## src/hw/rtl/sidiv_pkg.sv

```systemverilog
// shared width, status codes and request/response/pipeline types for the signed divider
package sidiv_pkg;

    localparam int DATA_WIDTH = 32;

    localparam logic [1:0] ST_OK       = 2'd0;
    localparam logic [1:0] ST_DIV_ZERO = 2'd1;
    localparam logic [1:0] ST_OVERFLOW = 2'd2;

    typedef struct packed {
        logic signed [DATA_WIDTH-1:0] dividend;
        logic signed [DATA_WIDTH-1:0] divisor;
    } req_t;

    typedef struct packed {
        logic signed [DATA_WIDTH-1:0] quotient;
        logic signed [DATA_WIDTH-1:0] remainder;
        logic [1:0]                   status;
    } rsp_t;

    typedef struct packed {
        logic       dd_neg;
        logic       q_neg;
        logic [1:0] status;
    } ctl_t;

    // one pipeline slot: quo starts as the dividend magnitude and fills with quotient bits
    typedef struct packed {
        logic                  valid;
        ctl_t                  ctl;
        logic [DATA_WIDTH-1:0] quo;
        logic [DATA_WIDTH-1:0] rem;
        logic [DATA_WIDTH-1:0] dsr;
    } work_t;

endpackage

```

## src/hw/rtl/sidiv_fix.sv

```systemverilog
// output stage: sign correction, zero-divisor override and response register
module sidiv_fix (
    input  logic              clk,
    input  logic              rst_n,
    input  logic              advance,
    input  sidiv_pkg::work_t  work,
    output logic              valid,
    output sidiv_pkg::rsp_t   data
);

    logic            valid_reg;
    sidiv_pkg::rsp_t rsp_reg;
    sidiv_pkg::rsp_t rsp_next;

    always_comb
    begin
        rsp_next.status = work.ctl.status;
        if (work.ctl.status == sidiv_pkg::ST_DIV_ZERO)
        begin
            rsp_next.quotient  = '0;
            rsp_next.remainder = '0;
        end
        else
        begin
            // most negative over minus one wraps back to itself here
            rsp_next.quotient  = work.ctl.q_neg  ? ('0 - work.quo) : work.quo;
            rsp_next.remainder = work.ctl.dd_neg ? ('0 - work.rem) : work.rem;
        end
    end

    always_ff @(posedge clk or negedge rst_n)
    begin
        if (!rst_n)
        begin
            valid_reg <= 1'b0;
        end
        else if (advance)
        begin
            valid_reg <= work.valid;
        end
    end

    always_ff @(posedge clk)
    begin
        if (advance)
        begin
            rsp_reg <= rsp_next;
        end
    end

    assign valid = valid_reg;
    assign data  = rsp_reg;

endmodule

```

## config.mk

```make
export PLATFORM = sky130hd
export DESIGN_NAME = sidiv_fix
export DESIGN_NICKNAME = d
export VERILOG_FILES = /design/src/hw/rtl/sidiv_pkg.sv /design/src/hw/rtl/sidiv_fix.sv
export SDC_FILE = /design/constraint.sdc
export NUM_CORES = 1
export LEC_CHECK = 0
export BUFFER_PORTS_ARGS = -buffer_cell sky130_fd_sc_hd__buf_4
export CORE_ASPECT_RATIO = 0.8
export CORE_UTILIZATION = 40
export CTS_CLUSTER_DIAMETER = 150
export DETAILED_ROUTE_END_ITERATION = 16
export PLACE_DENSITY = 0.66
export SLEW_MARGIN = 10
export SYNTH_ARGS = -nofsm -noshare
export SYNTH_HDL_FRONTEND = slang
export SYNTH_SLANG_ARGS = --single-unit
export TNS_END_PERCENT = 50
```

## constraint.sdc

```tcl
create_clock -name clk -period 1.4 [get_ports clk]
set_input_delay 0.14 -clock clk [delete_from_list [all_inputs] [get_ports clk]]
set_output_delay 0.14 -clock clk [all_outputs]
set_load 0.1 [all_outputs]
```

# After elaboration in Yosys (flattened, before gate mapping)
# Cells that the tools add are included.
[totals] register_bits=67 input_bits=104 out_inout_bits=67 word_cells=9
[classes] addsub=2 n_eq_ne=1 muxes=2
[op_table] operator="$mux 32" count=2
[op_table] operator="$sub 1x32->32 const A" count=2
[op_table] operator="$eq 2x1->1 const B" count=1

# Logic depth before layout (Yosys ltp)
[logic_depth] word_depth=2 depth_mapped=7 ltp_nobuf=7

# Worst setup path after synthesis
# OpenSTA, ideal clock, no wires.
[synth_timing] path_kind="input to register" startpoint="in work[59] in the netlist's numbering" endpoint="reg rsp_reg, in the netlist data[32], data pin" setup_ps=266 arrival_ps=1469 t_required_ps=1134 path_slack_ps=-335 cell_stages=5 path_buffers=0 path_cell_list="or4_1 -> or2_1 -> o41ai_2 -> xor2_1 -> nor2_1"
[synth_via] elab_chain_cells=2
[synth_lines] element="start: declaration" line="sidiv_fix.sv:6" rtl="input sidiv_pkg::work_t work,"
[synth_lines] element="$sub 1x32->32" line="sidiv_fix.sv:27" rtl="rsp_next.remainder = work.ctl.dd_neg ? ('0 - work.rem) : work.rem;"
[synth_lines] element="$mux 32" line="sidiv_fix.sv:27"
[synth_lines] element="end signal: assignment" line="sidiv_fix.sv:47" rtl="rsp_reg <= rsp_next;"
[synth_lines] element="end: declaration" line="sidiv_fix.sv:12" rtl="sidiv_pkg::rsp_t rsp_reg;"
# No other way between the ends.
# A chain may end at the register's enable or synchronous reset.

# Worst setup path after layout
[layout_timing] startpoint="in work[60] in the netlist's numbering" endpoint="reg rsp_reg, in the netlist data[33], data pin"
# The elaborated chain is that of the path after synthesis.

==> flow_metrics.tcl <==
set metrics [dict create \
    grt_overflow 0 \
    fp.dieW_um 110 \
    drc 0 \
    finalMaxSlewViolations 0 \
    ioPinCount 171 \
    cts_tree "done" \
    finalCritPeriodShare 1.10 \
    skew_ps 0 \
    grt_pass1_vias 3414 \
    cts_max_path_buffers 2 \
    synth_area_leaders "edfxtp_1 (53%), xor2_1 (13%), nor2_1 (6.9%)" \
    setup_tns_ps -1120 \
    rsz0062_at_grt "true" \
    syn-cell-area_um2 3740 \
    netlist_instances 334 \
    wl_met1_mm 4.87 \
    antenna_found_initial 0 \
    drtIter0Drc 67 \
    grt_max_degree 65 \
    status "finished with violations" \
    fmax_ghz 0.648 \
    finalSetupViolCount 16 \
    dr_wl_met3_um 544 \
    final_nets 677 \
    vias_per_cell 5.10 \
    fp.dieArea_um2 9750 \
    worst_hold_slack_ps 20.7 \
    ys_top_cells_by_count "nor2_1 (69), edfxtp_1 (66), xor2_1 (56), o31ai_1 (19), o41ai_1 (15)" \
    ys_seq_area_frac 0.536 \
    largest_reg_flops 66 \
    gp_congestion 0.819 \
    cp-start-kind "input port" \
    wl_met2_mm 5.39 \
    cp-end-kind "flop" \
    yosys_warnings 0 \
    antenna_left 0 \
    cts.clk_slew.worst_paths_ps 60 \
    ctsHtreeMaxLevel 3 \
    powerDensity_nw_per_um2 1140 \
    hold_path_depth 1 \
    yosysMostFrequentCell "nor2_1" \
    vias 3523 \
    synth_largest_area_cell "edfxtp_1" \
    dpl-instance-area_um2 5740 \
    postRouteWirelength_mm 11.0 \
    critPathArrivalTime_ps 1620 \
    async_flop_share 0.0149 \
    clkSinkCount 67 \
    firstDrtPassIters 4 \
    maxCapViolations 0 \
    grt_usage 0.221 \
    cts_made_buffers 9 \
    avgSynthCellArea_um2 11.2 \
    setup_slack_ps -144 \
    start_util 0.412 \
    ir_drop_mv 0.942 \
    critPathRequiredTime_ps 1470 \
    grt_pass1_wl_mm 16.4 \
    hpwlAfterDp_mm 7.54 \
    finalInstanceArea_um2 6650 \
    cellLeakagePower_nw 2.84 \
    row_count 31 \
    relSlewSlack 0.625 \
    yosys_most_used_dff "edfxtp_1" \
    min_period_ps 1540 \
    diodes 0 \
    die_height_um 88.5 \
    n_fill_cell 647 \
    hold_path_class "in2reg" \
    cp_max_fo 2 \
    top_layer "met4" \
    synth_top_area_frac 0.530 \
    worstRegToRegCells 1 \
    core_area_um2 9080 \
    synth_seq_cells 67 \
    synth_cell_types 39 \
    route.detailed.wl_per_inst_um 15.9 \
    worstSkewPairLatency_ps 320 \
    worstSetupPathType "in2reg" \
    cts_root_buffer "clkbuf_16" \
    worst_pin_slew_ps 563 \
    violations "negative setup slack" \
    synth-edff-count 66 \
    synth_fp_nets 440 \
    syn_to_final_growth_pct 77.6 \
    drive_above_1_share 0.554 \
    port_buffers 138 \
    hold_viol 0 \
    final_util 0.732 \
]
-- report_power, final --
group	switching [mW]	internal (mW)	total, mW	leakage, nW
Clock	0.847	1.37	2.22	0.136
Sequential	0.0587	2.46	2.52	0.653
Combinational	2.06	0.782	2.84	2.05
Total	2.97	4.62	7.58	2.84
-- worst max-delay path, stage by stage --
cell and delay [ps]:
buf_6 90, or4_4 530, or2_4 270, o41ai_4 350, xor2_1 170, nor2_1 60
-- cell usage in the layout, fill, tap and decap left out, types with 3 or more instances in the layout --
| master | instances |
|---|---|
| buf_12 | 4 |
| buf_4 | 207 |
| buf_6 | 23 |
| buf_8 | 3 |
| clkbuf_16 | 9 |
| edfxtp_1 | 66 |
| nand2_1 | 8 |
| nand3_1 | 4 |
| nand4_1 | 3 |
| nor2_1 | 68 |
| nor3_1 | 3 |
| nor3_2 | 4 |
| nor3_4 | 4 |
| nor4_2 | 3 |
| o21ai_0 | 6 |
| o21ai_1 | 6 |
| o31ai_1 | 9 |
| o31ai_2 | 3 |
| o31ai_4 | 7 |
| o41ai_2 | 8 |
| o41ai_4 | 12 |
| or3_1 | 6 |
| or3_4 | 3 |
| or4_4 | 3 |
| xnor2_1 | 3 |
| xor2_1 | 56 |
-- what timing repair did --
item,CTS,global route
endpoints found under the setup margin,34,40
resized for setup,42,52
hold buffers,2,0
buffers inserted,1,7
pin swaps,11,28
endpoints found under the hold margin,2,0
-- cell type report --
type | count | area (um2) | share of cell area
clock buffers | 11 | 233 | 0.0350
clock inverters | 5 | 55.1 | 0.00828
inverters | 5 | 21.3 | 0.00320
multi-input cells | 249 | 2230 | 0.335
flip-flops and latches | 67 | 2010 | 0.302
well taps | 115 | 144 | 0.0217
repair buffers | 239 | 1960 | 0.295
-- cell families after synthesis --
family | Yosys count | share of synthesized area
AOI/OAI and AO/OA | 54 | 0.119
xor gates and xnor gates | 59 | 0.138
adders and majority gates | 2 | 0.00669
buffers and inverters | 18 | 0.0181
DFF | 67 | 0.536
muxes | 4 | 0.0114
and+or+nand+nor | 130 | 0.170
-- per-layer routing --
| metal | up-vias | global-route usage |
|---|---|---|
| met5 | - | 0 |
| met4 | 0 | 0.0610 |
| met3 | 14 | 0.0596 |
| met2 | 86 | 0.373 |
| met1 | 1703 | 0.282 |
| li1 | 1720 | - |
-- path summary, 6_finish.rpt --
kind                               start  slack, ps       end
min in group asynchronous          rst_n        140     valid
worst min-delay path            work[97]         20   data[1]
worst max register to register     valid        660     valid
worst min register to register     valid        510     valid
max in group asynchronous          rst_n       1180     valid
worst max-delay path            work[60]       -140  data[33]
-- through the flow --
step | power (mW) | setup slack [ps] | std cells
2_1_floorplan | 4.42 | -312 | 334
3_3_place_gp | 5.25 | -465 | 665
3_5_place_dp | 5.27 | -517 | 665
4_1_cts | 7.55 | -147 | 684
5_1_grt | 7.84 | -163 | 691
6_report | 7.58 | -144 | 691
(Power assumes the default switching activity.)
