**src/hw/rtl/sidiv_pkg.sv**
```systemverilog
// shared width, status codes and request/response/pipeline types for the signed divider
package sidiv_pkg;

    localparam int DATA_WIDTH = 32;

    localparam logic [1:0] ST_OK       = 2'd0;
    localparam logic [1:0] ST_DIV_ZERO = 2'd1;
    localparam logic [1:0] ST_OVERFLOW = 2'd2;

    typedef struct packed {
        logic signed [DATA_WIDTH-1:0] dividend;
        logic signed [DATA_WIDTH-1:0] divisor;
    } req_t;

    typedef struct packed {
        logic signed [DATA_WIDTH-1:0] quotient;
        logic signed [DATA_WIDTH-1:0] remainder;
        logic [1:0]                   status;
    } rsp_t;

    typedef struct packed {
        logic       dd_neg;
        logic       q_neg;
        logic [1:0] status;
    } ctl_t;

    // one pipeline slot: quo starts as the dividend magnitude and fills with quotient bits
    typedef struct packed {
        logic                  valid;
        ctl_t                  ctl;
        logic [DATA_WIDTH-1:0] quo;
        logic [DATA_WIDTH-1:0] rem;
        logic [DATA_WIDTH-1:0] dsr;
    } work_t;

endpackage

```
**src/hw/rtl/sidiv_prep.sv**
```systemverilog
// input stage: operand magnitudes, result signs and status
module sidiv_prep (
    input  logic              clk,
    input  logic              rst_n,
    input  logic              advance,
    input  logic              valid,
    input  sidiv_pkg::req_t   data,
    output sidiv_pkg::work_t  work
);

    logic [sidiv_pkg::DATA_WIDTH-1:0] dd;
    logic [sidiv_pkg::DATA_WIDTH-1:0] dv;
    logic                             dd_neg;
    logic                             dv_neg;
    logic                             valid_reg;
    logic                             valid_next;
    sidiv_pkg::work_t                 slot_reg;
    sidiv_pkg::work_t                 slot_next;

    assign dd     = data.dividend;
    assign dv     = data.divisor;
    assign dd_neg = dd[sidiv_pkg::DATA_WIDTH-1];
    assign dv_neg = dv[sidiv_pkg::DATA_WIDTH-1];

    always_comb
    begin
        slot_next            = '0;
        slot_next.ctl.dd_neg = dd_neg;
        slot_next.ctl.q_neg  = dd_neg ^ dv_neg;
        slot_next.quo        = dd_neg ? ('0 - dd) : dd;
        slot_next.dsr        = dv_neg ? ('0 - dv) : dv;
        slot_next.rem        = '0;
        priority if (dv == '0)
        begin
            slot_next.ctl.status = sidiv_pkg::ST_DIV_ZERO;
        end
        else if (dd == {1'b1, {(sidiv_pkg::DATA_WIDTH-1){1'b0}}} && dv == '1)
        begin
            slot_next.ctl.status = sidiv_pkg::ST_OVERFLOW;
        end
        else
        begin
            slot_next.ctl.status = sidiv_pkg::ST_OK;
        end
        valid_next = valid;
    end

    always_ff @(posedge clk or negedge rst_n)
    begin
        if (!rst_n)
        begin
            valid_reg <= 1'b0;
        end
        else if (advance)
        begin
            valid_reg <= valid_next;
        end
    end

    always_ff @(posedge clk)
    begin
        if (advance)
        begin
            slot_reg <= slot_next;
        end
    end

    always_comb
    begin
        work       = slot_reg;
        work.valid = valid_reg;
    end

endmodule

```
**config.mk**
```make
export PLATFORM = sky130hd
export DESIGN_NAME = sidiv_prep
export DESIGN_NICKNAME = d
export VERILOG_FILES = /design/src/hw/rtl/sidiv_pkg.sv /design/src/hw/rtl/sidiv_prep.sv
export SDC_FILE = /design/constraint.sdc
export NUM_CORES = 1
export LEC_CHECK = 0
export BUFFER_PORTS_ARGS = -buffer_cell sky130_fd_sc_hd__buf_2
export CAP_MARGIN = 20
export CORE_AREA = 4 4 101 93
export CTS_CLUSTER_DIAMETER = 60
export DETAILED_ROUTE_END_ITERATION = 6
export DIE_AREA = 0 0 105 97
export PLACE_DENSITY = 0.83
export RECOVER_POWER = 50
export SLEW_MARGIN = 20
export SYNTH_ARGS = -nofsm -noshare
export SYNTH_HDL_FRONTEND = slang
export SYNTH_SLANG_ARGS = --single-unit
```
**constraint.sdc**
```tcl
create_clock -name clk -period 0.8 [get_ports clk]
set_input_delay 0.04 -clock clk [delete_from_list [all_inputs] [get_ports clk]]
set_output_delay 0.04 -clock clk [all_outputs]
set_load 0.005 [all_outputs]
```
Word-level counts from Yosys, hierarchy flattened
Cells that the tools add are included.
{"block": "word_totals", "output_inout_bits": 101, "reg_bits": 69, "word_cells": 18, "in_bits": 68}
{"block": "op_classes", "reduce_logical": 2, "n_eq_ne": 2, "add_sub_neg": 2, "mux": 3, "bitwise_logic": 1}
{"operator": "equality test 32 bit, second input constant", "count": 2}
{"operator": "subtractor 1 x 32 -> 32 bit, first input constant", "count": 2}
{"operator": "2-to-1 mux 31 bit", "count": 2}
{"operator": "logical NOT 32 bit", "count": 1}
{"operator": "2-to-1 mux 2 bit", "count": 1}
{"operator": "logical AND 1 bit", "count": 1}
{"operator": "XOR 1 bit", "count": 1}

Depth between registers and ports, before layout
{"block": "depth", "word_depth": 3, "ltp_mapped": 6}

Least setup slack after synthesis
OpenSTA, ideal clock, no wires.
{"block": "synth_timing", "kind": "input to register", "from": "in data[1] in the netlist's numbering", "to": "reg slot_reg, in the netlist work[14] (data pin)", "slack_ps": -783, "path_buffers": 0, "setup_ps": 266, "arrival_time_ps": 1317, "path_stages": 6, "cell_sequence": "inv_1 > ha_1 > or3b_2 > or2_1 > o41ai_1 > xnor2_1"}
{"item": "from (decl)", "line": "sidiv_prep.sv:7", "rtl": "input sidiv_pkg::req_t data,"}
{"item": "to (signal assigned)", "line": "sidiv_prep.sv:64", "rtl": "slot_reg <= slot_next;"}
{"item": "to (decl)", "line": "sidiv_prep.sv:17", "rtl": "sidiv_pkg::work_t slot_reg;"}

==> flow_metrics.py <==
metrics = {
    "floorplan": {
        "die_h_um": 97,
        "fp.dieArea_mm2": 0.0102,
        "num_rows": 32,
        "die_w_um": 105,
        "pin_count": 169,
        "start_util_pct": 46.7,
        "core_area_mm2": 0.00841,
    },
    "power_and_ir_drop": {
        "p_leak_nw": 2.90,
        "peakVddDrop_mv": 1.13,
        "power_density_mw_per_mm2": 1440,
    },
    "cells_and_area": {
        "fin_util_pct": 83.7,
        "drive_gt1_share_pct": 65.9,
        "n_fill_cell": 382,
        "largest_reg_flops": 68,
        "fin_area_mm2": 0.00704,
        "area_growth_pct": 79.2,
        "seqCellArea_mm2": 0.00207,
        "multi_input_area_mm2": 0.00259,
        "layout.nets": 658,
    },
    "clock_network": {
        "clock_path_buffers": 2,
        "cts_htree_levels": 3,
        "clkLatencyLatePin_ns": 0.36,
        "numClockSinks": 69,
        "ctsRootBufferMaster": "clkbuf_8",
        "clkTransAtPathRegs_ns": 0.09,
        "cts_tree": "built",
        "cts_buffers": 9,
    },
    "logic_synthesis": {
        "yosysTopAreaCellShare_pct": 52.0,
        "synth_area_leader_cell": "edfxtp_1",
        "syn_area_mm2": 0.00393,
        "yosys_warnings": 0,
        "syn_avg_cell_area_um2": 12.5,
        "synthArstFlopShare_pct": 1.45,
        "syn_inst": 315,
        "yosys.cell_types.count": 46,
        "synth-seq-area-share_pct": 52.6,
        "synthTopCellsByArea": "edfxtp_1 52%, xnor2_1 12%, buf_4 6.3%",
        "ys_seq_elements": 69,
        "synth_edf_count": 68,
        "synth_ff_type": "edfxtp_1",
    },
    "timing": {
        "skew_ns": 0,
        "report.final.slew_viol_count": 0,
        "post-route-period-util_pct": 177,
        "rsz0062_at_grt": "yes",
        "whs_ns": 0.0583,
        "final-hold-violation-count": 0,
        "min_period_ns": 1.42,
        "max-slew-margin-rel_pct": 54.8,
        "timing.final.ws_setup_ns": -0.615,
        "tightest_slew_ns": 0.678,
        "setup_viol": 169,
        "fmax_mhz": 707,
    },
    "placed_design": {
        "port_buffers": 136,
        "gp_congestion": 0.870,
        "dp.final_hpwl_mm": 8.49,
        "place_area_mm2": 0.00571,
    },
    "critical_path": {
        "worstPathArrival_ns": 1.52,
        "r2r_start": "valid_reg$_DFFE_PN0P_",
        "cp_max_fo": 6,
        "crit_chain": "buf_8, or4_4, or2_4, o41ai_4, xnor2_1",
        "r2r_cells": 2,
        "cpPeakStageDelay_ns": 0.56,
        "timing.rr.end": "valid_reg$_DFFE_PN0P_",
        "required_ns": 0.91,
        "worst_setup_path_end_kind": "flip-flop",
        "critPathKind": "input port to flip-flop",
        "startpoint_type": "input port",
        "crit_path_top_delay_cell": "or4_4",
        "ff2ff_setup_slack_ns": -0.13,
        "crit_start": "data[1]",
        "endpoint": "work[23]$_DFFE_PP_",
    },
    "global_route": {
        "grt_pass1_wl_mm": 22.2,
        "top_usage_layer": "met2",
        "grtUsageMet1_pct": 33.9,
        "grt.met2_usage_pct": 50.0,
        "grt_max_degree": 35,
        "grt_use_met3_pct": 5.87,
        "grt_pass1_vias": 3912,
        "antenna_found_initial": 2,
        "grt_usage_pct": 28.3,
        "grt.overflow.total": 0,
    },
    "drt": {
        "drc": 0,
        "first_pass_iters": 5,
        "ant_nets": 0,
        "wl_per_cell_um": 27.0,
        "drtIter0Drc": 341,
        "via_per_inst": 6.17,
        "wirelength_mm": 18.8,
        "dr_total_vias": 4290,
    },
    "min_path": {
        "hp-class": "input port to flip-flop",
    },
    "run_status": {
        "violations": "negative setup slack",
        "outcome": "finished with violations",
    },
    "flow_run": {
        "drv_cap": 0,
    },
}
[critical path: cells and delay by family]
| family | cells | cell delay (ns) |
|---|---|---|
| buffers and inverters | 1 | 0.10 |
| AND/OR/NAND/NOR | 2 | 0.89 |
| XOR/XNOR | 1 | 0.15 |
| AO/OA/AOI/OAI | 1 | 0.33 |
[cell type report]
type                       count  area share [%]
multi-input combinational    226            36.8
antenna                        3           0.107
tap                          102            1.81
clock inverter                 6           0.782
sequential                    69            29.4
timing repair buffer         272            28.4
clock buffer                   9            1.76
inverter                       8           0.977
[how the worst min path moves through the flow]
| stage | slack, ns | from | cells past startpoint | endpoint |
|---|---|---|---|---|
| finish | 0.06 | data[62] | 2 | work[94]$_DFFE_PP_ |
| global route | 0.03 | data[62] | 2 | work[94]$_DFFE_PP_ |
| CTS | 0.001 | rst_n | 2 | valid_reg$_DFFE_PN0P_ |
| detailed placement | -0.18 | rst_n | 1 | valid_reg$_DFFE_PN0P_ |
| global placement | -0.18 | rst_n | 1 | valid_reg$_DFFE_PN0P_ |
| floorplan | -0.26 | rst_n | 0 | valid_reg$_DFFE_PN0P_ |
[synth_stat cells, types with 3 or more instances]
master     n
nand4b_1   3
ha_1       4
nand3_1    3
or4_1      3
o31ai_1   23
inv_1      8
or3_1      8
xnor2_1   56
nand4_1    8
edfxtp_1  68
o41ai_1    8
clkbuf_1   5
nand2_1   12
or2_2      3
nand2b_1   5
nor4_1     8
o21ai_0   13
xor2_1     3
nor2_1     3
nor3_1     4
buf_4     33
[per-stage QoR]
stage	setup TNS [ns]	std cells	power, W	worst slack, ns
after global routing	-40.85	694	0.0104	-0.624
final	-37.43	695	0.0101	-0.615
after global placement	-44.20	644	0.00646	-0.900
after floorplan	-26.29	346	0.00540	-0.758
after detailed placement	-46.63	644	0.00653	-0.975
after CTS	-26.36	676	0.00942	-0.535
[cell usage in the layout, fill, tap and decap left out, types with 4 or more instances in the layout]
master and n:
buf_12 5, buf_2 119, buf_4 93, buf_6 40, buf_8 6, clkbuf_8 9, conb_1 32, dlygate4sd3_1 4
edfxtp_1 68, inv_1 4, nand2_1 4, nand2_4 5, nand4_1 8, nor4_4 9, o21ai_2 6, o21ai_4 6
o31ai_4 20, o41ai_4 9, or3_4 5, or4_4 4, xnor2_1 46, xnor2_2 10
[cells by family (layout without fill, tap and decap cells)]
group / count (synthesis) / after routing / synth area share (%)
buf+inv: 51 / 295 / 8.28
mux: 1 / 1 / 0.287
flops: 69 / 69 / 52.6
fa+ha+maj: 4 / 4 / 1.27
simple gates: 78 / 78 / 13.9
compound gates: 52 / 52 / 10.4
other cells: 1 / 35 / 0.0954
xor+xnor: 59 / 59 / 13.2
[routing by layer]
layer,up-vias,wire [um],share of wire [%]
li1,1682,-,-
met4,0,1250,6.6
met3,105,1920,10
met1,2075,6210,33
met5,-,0,0
met2,428,9380,50
[where the power goes]
part           switching (W)  total, W  leakage (nW)  internal (W)
Sequential          0.000143   0.00456         0.676       0.00442
Clock                0.00153   0.00292        0.0900       0.00139
Combinational        0.00138   0.00263          2.14       0.00125
Total                0.00305    0.0101          2.90       0.00707
[repair_timing]
item,in CTS,in global routing
gates resized for setup,100,73
hold buffers,3,1
buffers inserted,14,18
gates cloned,1,0
pin swaps,28,30
hold endpoints to repair,3,1
setup endpoints to repair,126,125
No activity file was read; power rests on OpenSTA's default activity.
