<file path="config.mk">
export PLATFORM = sky130hd
export DESIGN_NAME = sidiv_step
export DESIGN_NICKNAME = d
export VERILOG_FILES = /design/src/hw/rtl/sidiv_pkg.sv /design/src/hw/rtl/sidiv_step.sv
export SDC_FILE = /design/constraint.sdc
export NUM_CORES = 1
export LEC_CHECK = 0
export BUFFER_PORTS_ARGS = -buffer_cell sky130_fd_sc_hd__buf_4
export CAP_MARGIN = 30
export CORE_MARGIN = 10
export CORE_UTILIZATION = 49
export DETAILED_ROUTE_END_ITERATION = 10
export HOLD_SLACK_MARGIN = 0.08
export PLACE_DENSITY = 0.79
export SKIP_LAST_GASP = 1
export SYNTH_ARGS = -nofsm -noshare
export SYNTH_HDL_FRONTEND = slang
export SYNTH_SLANG_ARGS = --single-unit
</file>
<file path="constraint.sdc">
create_clock -name clk -period 1 [get_ports clk]
set_input_delay 0.3 -clock clk [delete_from_list [all_inputs] [get_ports clk]]
set_output_delay 0.3 -clock clk [all_outputs]
set_load 0.03 [all_outputs]
</file>
<file path="src/hw/rtl/sidiv_pkg.sv">
// shared width, status codes and request/response/pipeline types for the signed divider
package sidiv_pkg;

    localparam int DATA_WIDTH = 32;

    localparam logic [1:0] ST_OK       = 2'd0;
    localparam logic [1:0] ST_DIV_ZERO = 2'd1;
    localparam logic [1:0] ST_OVERFLOW = 2'd2;

    typedef struct packed {
        logic signed [DATA_WIDTH-1:0] dividend;
        logic signed [DATA_WIDTH-1:0] divisor;
    } req_t;

    typedef struct packed {
        logic signed [DATA_WIDTH-1:0] quotient;
        logic signed [DATA_WIDTH-1:0] remainder;
        logic [1:0]                   status;
    } rsp_t;

    typedef struct packed {
        logic       dd_neg;
        logic       q_neg;
        logic [1:0] status;
    } ctl_t;

    // one pipeline slot: quo starts as the dividend magnitude and fills with quotient bits
    typedef struct packed {
        logic                  valid;
        ctl_t                  ctl;
        logic [DATA_WIDTH-1:0] quo;
        logic [DATA_WIDTH-1:0] rem;
        logic [DATA_WIDTH-1:0] dsr;
    } work_t;

endpackage

</file>
<file path="src/hw/rtl/sidiv_step.sv">
// one restoring division step: retires one quotient bit per stage
module sidiv_step (
    input  logic              clk,
    input  logic              rst_n,
    input  logic              advance,
    input  sidiv_pkg::work_t  work_in,
    output sidiv_pkg::work_t  work_out
);

    logic [sidiv_pkg::DATA_WIDTH-1:0] rem_sh;
    logic [sidiv_pkg::DATA_WIDTH:0]   diff;
    logic                             valid_reg;
    sidiv_pkg::work_t                 slot_reg;
    sidiv_pkg::work_t                 slot_next;

    // partial remainder stays below the divisor, so the shift never loses a bit
    assign rem_sh = {work_in.rem[sidiv_pkg::DATA_WIDTH-2:0],
                     work_in.quo[sidiv_pkg::DATA_WIDTH-1]};
    assign diff   = {1'b0, rem_sh} - {1'b0, work_in.dsr};

    always_comb
    begin
        slot_next = work_in;
        if (!diff[sidiv_pkg::DATA_WIDTH])
        begin
            slot_next.rem = diff[sidiv_pkg::DATA_WIDTH-1:0];
            slot_next.quo = {work_in.quo[sidiv_pkg::DATA_WIDTH-2:0], 1'b1};
        end
        else
        begin
            slot_next.rem = rem_sh;
            slot_next.quo = {work_in.quo[sidiv_pkg::DATA_WIDTH-2:0], 1'b0};
        end
    end

    always_ff @(posedge clk or negedge rst_n)
    begin
        if (!rst_n)
        begin
            valid_reg <= 1'b0;
        end
        else if (advance)
        begin
            valid_reg <= work_in.valid;
        end
    end

    always_ff @(posedge clk)
    begin
        if (advance)
        begin
            slot_reg <= slot_next;
        end
    end

    always_comb
    begin
        work_out       = slot_reg;
        work_out.valid = valid_reg;
    end

endmodule

</file>
* Word-level counts from Yosys, hierarchy flattened
Index checks and enable logic that the tools add are counted.
Storage, ports and cells: register bits after elaboration 101, bits of input ports 104, output and inout bits 101, word-level logic and storage cells 9
Cells by class: $add $sub $neg 1, multiplexer cells 1
Operators with widths (count):
- $mux W33 | 1
- $sub A32 B32 Y33 | 1

* Logic depth before layout (Yosys ltp)
Gate-level depths: netlist of the first run.
depth after elaboration 2, depth in mapped cells 13, depth with buffers taken out 12

* Worst setup path before layout of the first run
No wires, ideal clock.
kind input port to flip-flop, start in work_in[95] (netlist bit), end reg slot_reg (netlist bit work_out[58]), data pin, cell stages on the path 12, arrival 2.747 ns, setup time 0.260 ns, buffers on the path 1, data required time 0.740 ns, path slack -2.007 ns, cell sequence inv_1 ha_1 fa_1 nor2b_1 o31a_1 o41a_1 a211oi_2 o21ai_2 a41oi_2 o21ai_2 buf_6 mux2_4
RTL lines:
- start, declared | line sidiv_step.sv:6 | input sidiv_pkg::work_t work_in,
- end signal, assigned | line sidiv_step.sv:52 | slot_reg <= slot_next;
- end, declared | line sidiv_step.sv:13 | sidiv_pkg::work_t slot_reg;

==> impl_results.md, run 1 <==
* Total grt overflow at 0
* Vias/cell at 5.55
* Cell Area, Synth at 5090 um^2
* CTS tree: done
* Post-Syn Nets at 551
* Die area at 14900 um^2
* Core Box Area at 10200 um^2
* Setup violators final at 134
* Via count of the first global-routing pass at 4978
* Net Sw Frac at 0.342
* CTS Sinks at 101
* Seq/Total Area, Yosys at 0.594
* Worst Skew at 0 ns
* Synth Area in Simple Gates at 0.0712
* Type of the worst setup path: primary input to register
* Area Overhead vs Synth at 71.9%
* Post-synth EDFFs at 100
* F_max at 0.371 GHz
* Clock network power share at 0.200
* Via count at 5009
* Ys async rst share at 0.00990
* Final Hold Fails at 0
* Starting density of the core at 0.498
* Failing checks: negative setup slack
* Clock root buffer: clkbuf_8
* Io pins at 205
* H-tree depth at 3
* PwrDens at 1480 nW/um^2
* Outcome: finished with violations
* Largest family of logic cells by synthesized area: compound AO/OA/AOI/OAI gates
* Pin count of the biggest net entering global routing at 42
* Leakage at 4.02 nW
* DR pass1 iterations at 5
* Synth Register Bits at 101
* Class of the tightest hold or removal check: primary input to register
* Final Net Count at 899
* Top FF cell, synth: edfxtp_1
* Gpl congestion at 0.874
* Final period utilization at 2.69
* All-Layer GR Usage at 0.238
* Int Power at 8.50 mW
* Max-Slew Margin vs Limit at 0.747
* Cells after synthesis at 414
* Inserted Diodes at 0
* Total wire length at 20800 um
* First-pass GRT wire length at 27500 um
* Post-Synth Adder-Cell Area at 0.0825
* Peak supply drop at 0.805 mV
* WP data arrival at 2.83 ns
* Largest fanout on the critical path at 3
* Slew of the pin with the lowest slew margin at 0.378 ns
* R2R setup slack at 0.22 ns
* Logic pwr share at 0.381
* Most common cell after layout, fill and taps aside: buf_4
* Xor/xnor cell area share of the yosys netlist at 0.0481
* Count of cell types in the netlist at 43
* Mean Syn Cell Area at 12.3 um^2
* Worst setup EP type: register
* Die Wd at 122 um
* Final core occ at 0.856
* Slew Limit Fails at 0
* Switching power at 4.43 mW
* Clk Latency, worst-skew pair at 0.38 ns
* Complex-gate fraction of the synthesized area at 0.135
* Max FFs per register at 100
* Die Span Y at 122 um
* Post-route ant nets at 0
* Worst-path clk slew at 0.11 ns
* Setup ws final at -1.69 ns
* Initial antenna violation count at 0
* Required time worst endpoint at 1.14 ns
* DPL Wire Length at 13100 um
* RSZ-0062 raised after global routing: yes
* DRT iter0 DRCs at 492
* Max Cap Viol at 0
* Crit start category: primary input
* Port Buf Inserts at 203
* Most frequent cells in the layout: buf_4 (219), buf_6 (104), edfxtp_1 (100)
* Multiplexer share of the synthesized area at 0.0285
* TritonCTS Buffers at 9
* Period minus WS final at 2.69 ns
* Residual DRC count at 0
* Ys Warns at 0
* Post-place setup slack at -2.01 ns
* Row count at 37
* Routed length per instance at 23.1 um
* Bufs on Longest Clock Path at 2
* Share of layout cells above drive strength 1 at 0.520
* Part of the power in registers at 0.419
==> repair_timing <==
| action | in CTS | in global routing |
|---|---|---|
| endpoints found under the setup margin | 134 | 134 |
| endpoints found under the hold margin | 1 | 14 |
| pin swaps | 7 | 14 |
| buffers inserted | 10 | 5 |
| hold buffers | 1 | 14 |
| cloned | 2 | 0 |
| resized for setup | 117 | 36 |
==> logic make-up after synthesis <==
family / after synthesis
adders and majority gates: 33
DFF: 101
AOI/OAI and AO/OA: 110
and+or+nand+nor: 83
muxes: 12
xor gates and xnor gates: 28
buffers and inverters: 47
==> path summary, 6_finish.rpt <==
| kind | startpoint | endpoint | depth (start not counted) |
|---|---|---|---|
| worst max-delay path | work_in[4] | work_out[63] | 13 |
| worst min-delay path | work_in[75] | work_out[76] | 1 |
| worst max register to register | valid_reg | valid_reg | 1 |
| worst min register to register | valid_reg | valid_reg | 1 |
| max in group asynchronous | rst_n | valid_reg | 2 |
| min in group asynchronous | rst_n | valid_reg | 2 |
==> synthesized netlist by cell type (3+ instances only) <==
master	count	area share
nand2b_1	6	0.0074
a21oi_1	51	0.050
nor2b_1	4	0.0049
a21boi_0	3	0.0044
mux2_2	8	0.018
edfxtp_1	100	0.59
o21bai_1	4	0.0059
ha_1	32	0.079
o21ai_0	15	0.015
clkbuf_1	4	0.0029
xor2_1	15	0.026
a31oi_1	3	0.0037
xnor2_1	13	0.022
nand2_1	23	0.017
buf_6	3	0.0066
nand3_1	7	0.0069
o21a_1	3	0.0044
a21o_1	15	0.022
nor2_1	35	0.026
inv_1	38	0.028
and3_1	3	0.0037
mux2_4	3	0.0088
==> final cells by class <==
| class | instances | area (um^2) |
|---|---|---|
| well taps | 136 | 170 |
| inverters | 38 | 155 |
| fillers | 489 | 1470 |
| clock inverters | 7 | 58.8 |
| flip-flops and latches | 101 | 3030 |
| repair buffers | 346 | 3120 |
| multi-input cells | 266 | 2100 |
| clock buffers | 9 | 124 |
==> layer usage <==
| layer | up-vias | track usage | wire length (um) |
|---|---|---|---|
| li1 | 2198 | - | - |
| met1 | 2403 | 0.269 | 7450 |
| met2 | 336 | 0.435 | 10800 |
| met3 | 72 | 0.0569 | 1850 |
| met4 | 0 | 0.0671 | 766 |
| met5 | - | 0 | 0 |
==> critical path: stages <==
cell,delay (ns)
buf_4,0.12
inv_1,0.11
ha_4,0.23
buf_4,0.14
a21oi_1,0.27
nand2_1,0.16
o2111ai_2,0.28
a21oi_1,0.15
o21ai_0,0.19
o211ai_1,0.17
a21oi_1,0.24
xor2_1,0.36
a21oi_4,0.10
==> per-stage QoR <==
stage / std cells / cell area (um^2) / setup TNS, ns / power [mW] / hold WS [ns]
3_3_place_gp: 857 / 7730 / -63.18 / 9.42 / 0.0762
3_5_place_dp: 857 / 7730 / -66.63 / 9.51 / 0.0765
6_report: 903 / 8760 / -76.18 / 12.9 / 0.0834
4_1_cts: 886 / 8480 / -74.28 / 12.5 / 0.0812
5_1_grt: 903 / 8760 / -81.35 / 13.4 / 0.0730
2_1_floorplan: 414 / 5190 / -54.37 / 7.52 / 0.00441
==> power groups by stage <==
stage | clock network [mW] | logic (mW) | registers [mW]
2_1_floorplan | 0 | 1.29 | 6.24
3_3_place_gp | 0 | 4.03 | 5.38
3_5_place_dp | 0 | 4.12 | 5.39
4_1_cts | 2.54 | 4.59 | 5.39
5_1_grt | 2.77 | 5.16 | 5.45
6_report | 2.59 | 4.92 | 5.42
No activity file was read; power rests on OpenSTA's default activity.
==> run 2, diff against run 1 <==
- CTS_CLUSTER_DIAMETER: not set -> 80
- SETUP_SLACK_MARGIN: not set -> 0.2
==> impl_results.md, run 2 (synthesis gave the netlist of run 1 again) <==
* Outcome: finished with violations
* Failing checks: negative setup slack
* Total grt overflow at 0
* Class of the tightest hold or removal check: primary input to register
* Switching power at 4.54 mW
* Leakage at 4.09 nW
* Slew of the pin with the lowest slew margin at 0.431 ns
* Required time worst endpoint at 1.14 ns
* Die Wd at 122 um
* Max Cap Viol at 0
* CTS Sinks at 101
* Starting density of the core at 0.498
* Hold Slack at 0.0776 ns
* Via count of the first global-routing pass at 4990
* Most common cell after layout, fill and taps aside: buf_4
* Bufs on Longest Clock Path at 2
* Worst setup EP type: register
* Net Sw Frac at 0.345
* Final cell count without fillers at 909
* Gpl congestion at 0.861
* Worst-path clk slew at 0.11 ns
* Final period utilization at 2.76
* Core Box Area at 10200 um^2
* Largest fanout on the critical path at 8
* Max FFs per register at 100
* All-Layer GR Usage at 0.236
* Via count at 5021
* Max-Slew Margin vs Limit at 0.712
* Worst r2r src: valid_reg
* Final Hold Fails at 0
* Final Net Count at 905
* Row count at 37
* Worst Skew at 0 ns
* Int Power at 8.62 mW
* Pin count of the biggest net entering global routing at 33
* Post-place setup slack at -2.04 ns
* Share of layout cells above drive strength 1 at 0.523
* Inserted Diodes at 0
* Die area at 14900 um^2
* Worst hold start: work_in[86]
* Peak supply drop at 0.855 mV
* First-pass GRT wire length at 27100 um
* Area Overhead vs Synth at 74.8%
* DPL Wire Length at 13100 um
* Cells after DPL at 854
* Filler instances at 474
* Total wire length at 21400 um
* Crit start category: primary input
* Clk Latency, worst-skew pair at 0.39 ns
* H-tree depth at 3
* PwrDens at 1480 nW/um^2
* Part of the power in registers at 0.411
* Routed length per instance at 23.5 um
* Type of the worst setup path: primary input to register
* Die Span Y at 122 um
* Final core occ at 0.870
* Clock root buffer: clkbuf_8
* Post-route ant nets at 0
* Setup ws final at -1.76 ns
* Logic pwr share at 0.387
* WP data arrival at 2.90 ns
* Most frequent cells in the layout: buf_4 (211), buf_6 (111), edfxtp_1 (100)
* Vias/cell at 5.52
* Period minus WS final at 2.76 ns
* Port Buf Inserts at 203
* Slew Limit Fails at 0
* DRT iter0 DRCs at 504
* RSZ-0062 raised after global routing: yes
* Residual DRC count at 0
* F_max at 0.363 GHz
* Setup violators final at 135
* Setup tns final at -80.86 ns
* Initial antenna violation count at 0
* Worst setup path start: work_in[95]
* CTS tree: done
* Io pins at 205
* DR pass1 iterations at 6
* Clock network power share at 0.202
* TritonCTS Buffers at 9
[run 2: worst max-delay path, cell delays in order]
cell      delay (ns)
buf_12          0.09
clkinv_8        0.04
ha_4            0.17
fa_2            0.38
nor2b_4         0.16
o31a_1          0.19
o41a_1          0.19
a211oi_2        0.10
o21ai_2         0.19
a41oi_2         0.18
o21ai_4         0.35
buf_12          0.19
mux2_2          0.35
[run 2: layout make-up]
type	instances	area, um^2	area share
clock inverter	7	68.8	0.00773
multi-input combinational	266	2090	0.235
inverter	38	158	0.0177
tap	136	170	0.0191
timing repair buffer	352	3270	0.367
clock buffer	9	124	0.0139
sequential	101	3030	0.340
[run 2: worst paths after layout]
path | to | slack [ns] | cells past startpoint
min in group asynchronous | valid_reg | 0.23 | 2
worst min register to register | valid_reg | 0.77 | 3
max in group asynchronous | valid_reg | 0.69 | 2
worst max-delay path | work_out[55] | -1.76 | 13
worst min-delay path | work_out[87] | 0.08 | 1
worst max register to register | valid_reg | -0.03 | 3
[run 2: per-stage QoR]
step / instance area, um^2 / power (mW)
floorplan: 5190 / 7.53
global placement: 7710 / 9.39
detailed placement: 7710 / 9.50
CTS: 8550 / 12.6
global route: 8910 / 13.6
finish: 8910 / 13.2
[run 2: metal layers]
metal | up-vias | share of wire | track usage
met5 | - | 0 | 0
met1 | 2404 | 0.36 | 0.255
met3 | 59 | 0.10 | 0.0643
met4 | 0 | 0.032 | 0.0656
li1 | 2218 | - | -
met2 | 340 | 0.51 | 0.440
[run 2: power groups by stage]
stage	Combinational, mW	Clock (mW)	Sequential [mW]
5_1_grt	5.30	2.81	5.44
6_report	5.09	2.65	5.41
4_1_cts	4.62	2.57	5.38
3_5_place_dp	4.11	0	5.39
3_3_place_gp	4.02	0	5.37
2_1_floorplan	1.29	0	6.24
[run 2: repair_timing]
| action | CTS | global route |
|---|---|---|
| endpoints found under the setup margin | 134 | 135 |
| pin swaps | 2 | 2 |
| cloned | 3 | 1 |
| setup buffers | 6 | 10 |
| gates resized for setup | 126 | 38 |
| endpoints found under the hold margin | 6 | 13 |
| hold buffers | 6 | 13 |
==> run 3, diff against run 2 <==
--- a/config.mk
+++ b/config.mk
@@ -15,2 +15,3 @@
 export PLACE_DENSITY = 0.79
+export RECOVER_POWER = 100
 export SETUP_SLACK_MARGIN = 0.2
==> constraint.sdc (replaced) <==
create_clock -name clk -period 1 [get_ports clk]
set_input_delay 0.2 -clock clk [delete_from_list [all_inputs] [get_ports clk]]
set_output_delay 0.2 -clock clk [all_outputs]
set_load 0.03 [all_outputs]
==> impl_results.md, run 3 (synthesis gave the netlist of run 1 again) <==
* Outcome: finished with violations
* Failing checks: negative setup slack
* Setup violators final at 134
* Peak supply drop at 0.842 mV
* F_max at 0.325 GHz
* Gpl congestion at 0.883
* Worst-path clk slew at 0.13 ns
* Type of the worst setup path: primary input to register
* First-pass GRT wire length at 34000 um
* Io pins at 205
* Bufs on Longest Clock Path at 2
* Post-route ant nets at 0
* Most frequent cells in the layout: buf_4 (146), buf_6 (108), edfxtp_1 (100)
* RSZ-0062 raised after global routing: yes
* Max-Slew Margin vs Limit at 0.597
* Final core occ at 0.917
* Final period utilization at 3.07
* Required time worst endpoint at 1.17 ns
* Die Wd at 122 um
* Via count at 5867
* DRT iter0 DRCs at 1033
* Area Overhead vs Synth at 84.2%
* Port Buf Inserts at 203
* Leakage at 4.23 nW
* Initial antenna violation count at 1
* Setup ws final at -2.07 ns
* R2R cell count at 1
* Worst setup EP type: register
* Crit start category: primary input
* DR pass1 iterations at 8
* Class of the tightest hold or removal check: primary input to register
* Post-CTS Hold Buffers at 66
* Clk Latency, worst-skew pair at 0.40 ns
* Worst hold start: work_in[100]
* CTS tree: done
* PwrDens at 1500 nW/um^2
* Pin count of the biggest net entering global routing at 59
* Setup tns final at -77.92 ns
* Worst hold stages at 2
* Clock root buffer: clkbuf_8
* Total wire length at 28000 um
* Worst reg2reg endpoint: valid_reg
* WP data arrival at 3.25 ns
* DPL Wire Length at 13500 um
* R2R setup slack at 0.14 ns
* H-tree depth at 3
* Die area at 14900 um^2
* Worst r2r src: valid_reg
* Core Box Area at 10200 um^2
* Max FFs per register at 100
* Worst Skew at 0 ns
* Period minus WS final at 3.07 ns
* Slew Limit Fails at 0
* Largest fanout on the critical path at 3
* TritonCTS Buffers at 9
* Total grt overflow at 0
* Residual DRC count at 0
* Routed length per instance at 29.3 um
* Via count of the first global-routing pass at 5588
* Share of layout cells above drive strength 1 at 0.487
* Final Hold Fails at 0
* Starting density of the core at 0.498
* Max Cap Viol at 0
* CTS Sinks at 101
* Vias/cell at 6.15
* Most common cell after layout, fill and taps aside: buf_4
* Slew of the pin with the lowest slew margin at 0.604 ns
* WHS Endpoint: valid_reg
* Final Net Count at 949
* All-Layer GR Usage at 0.300
* Die Span Y at 122 um
* Row count at 37
## run 3: metrics by stage
step	power (mW)	cells	hold WS (ns)	instance area [um^2]	setup WS, ns
floorplan	7.52	414	-0.0956	5190	-1.66
global placement	9.41	853	-0.0246	7710	-1.76
detailed placement	9.53	853	-0.0235	7710	-1.85
CTS	12.9	943	0.0420	9110	-1.42
global route	14.3	954	0.0653	9380	-2.00
finish	14.1	954	0.0598	9380	-2.07
## run 3: area by class of cell
| type | count | area, um^2 |
|---|---|---|
| inverter | 38 | 158 |
| timing repair buffer | 396 | 3680 |
| antenna | 1 | 2.50 |
| fill | 349 | 848 |
| clock buffer | 9 | 124 |
| clock inverter | 7 | 82.6 |
| multi-input combinational | 266 | 2140 |
| sequential | 101 | 3030 |
| tap | 136 | 170 |
## run 3: critical path: stages
cell and delay, ns:
buf_4 0.13, inv_4 0.07, ha_4 0.20, buf_4 0.15, o211ai_1 0.31, a21oi_1 0.22, o2111ai_1 0.46, a21oi_2 0.14
o21ai_0 0.43, o21ai_1 0.19, a31oi_2 0.30, xnor2_1 0.16, mux2_4 0.29
## run 3: per-layer routing
layer | vias up | track usage | wire [um]
met5 | - | 0 | 0
met1 | 2721 | 0.344 | 9360
met3 | 189 | 0.0874 | 3600
met4 | 0 | 0.118 | 2100
li1 | 2313 | - | -
met2 | 644 | 0.519 | 12900
## run 3: worst max-delay path by stage
stage,startpoint,to,slack [ns],depth (start not counted)
floorplan,work_in[95],work_out[58],-1.66,12
global placement,work_in[33],work_out[61],-1.76,12
detailed placement,work_in[95],work_out[32],-1.85,15
CTS,work_in[2],work_out[50],-1.42,13
global route,work_in[2],work_out[61],-2.00,13
finish,work_in[2],work_out[61],-2.07,13
## run 3: what timing repair did
action                                  CTS  global route
resized for setup                       113            59
buffers inserted                          6             8
gates cloned                              2             2
hold endpoints to repair                 67             1
pin swaps                                 2             8
endpoints found under the setup margin  134           136
## run 3: report_power, final
part / total [mW] / leakage [nW] / switching (mW) / internal [mW]
Sequential: 5.46 / 0.991 / 0.285 / 5.18
Combinational: 5.55 / 3.13 / 2.96 / 2.59
Clock: 3.05 / 0.105 / 1.85 / 1.21
Total: 14.1 / 4.23 / 5.09 / 8.98
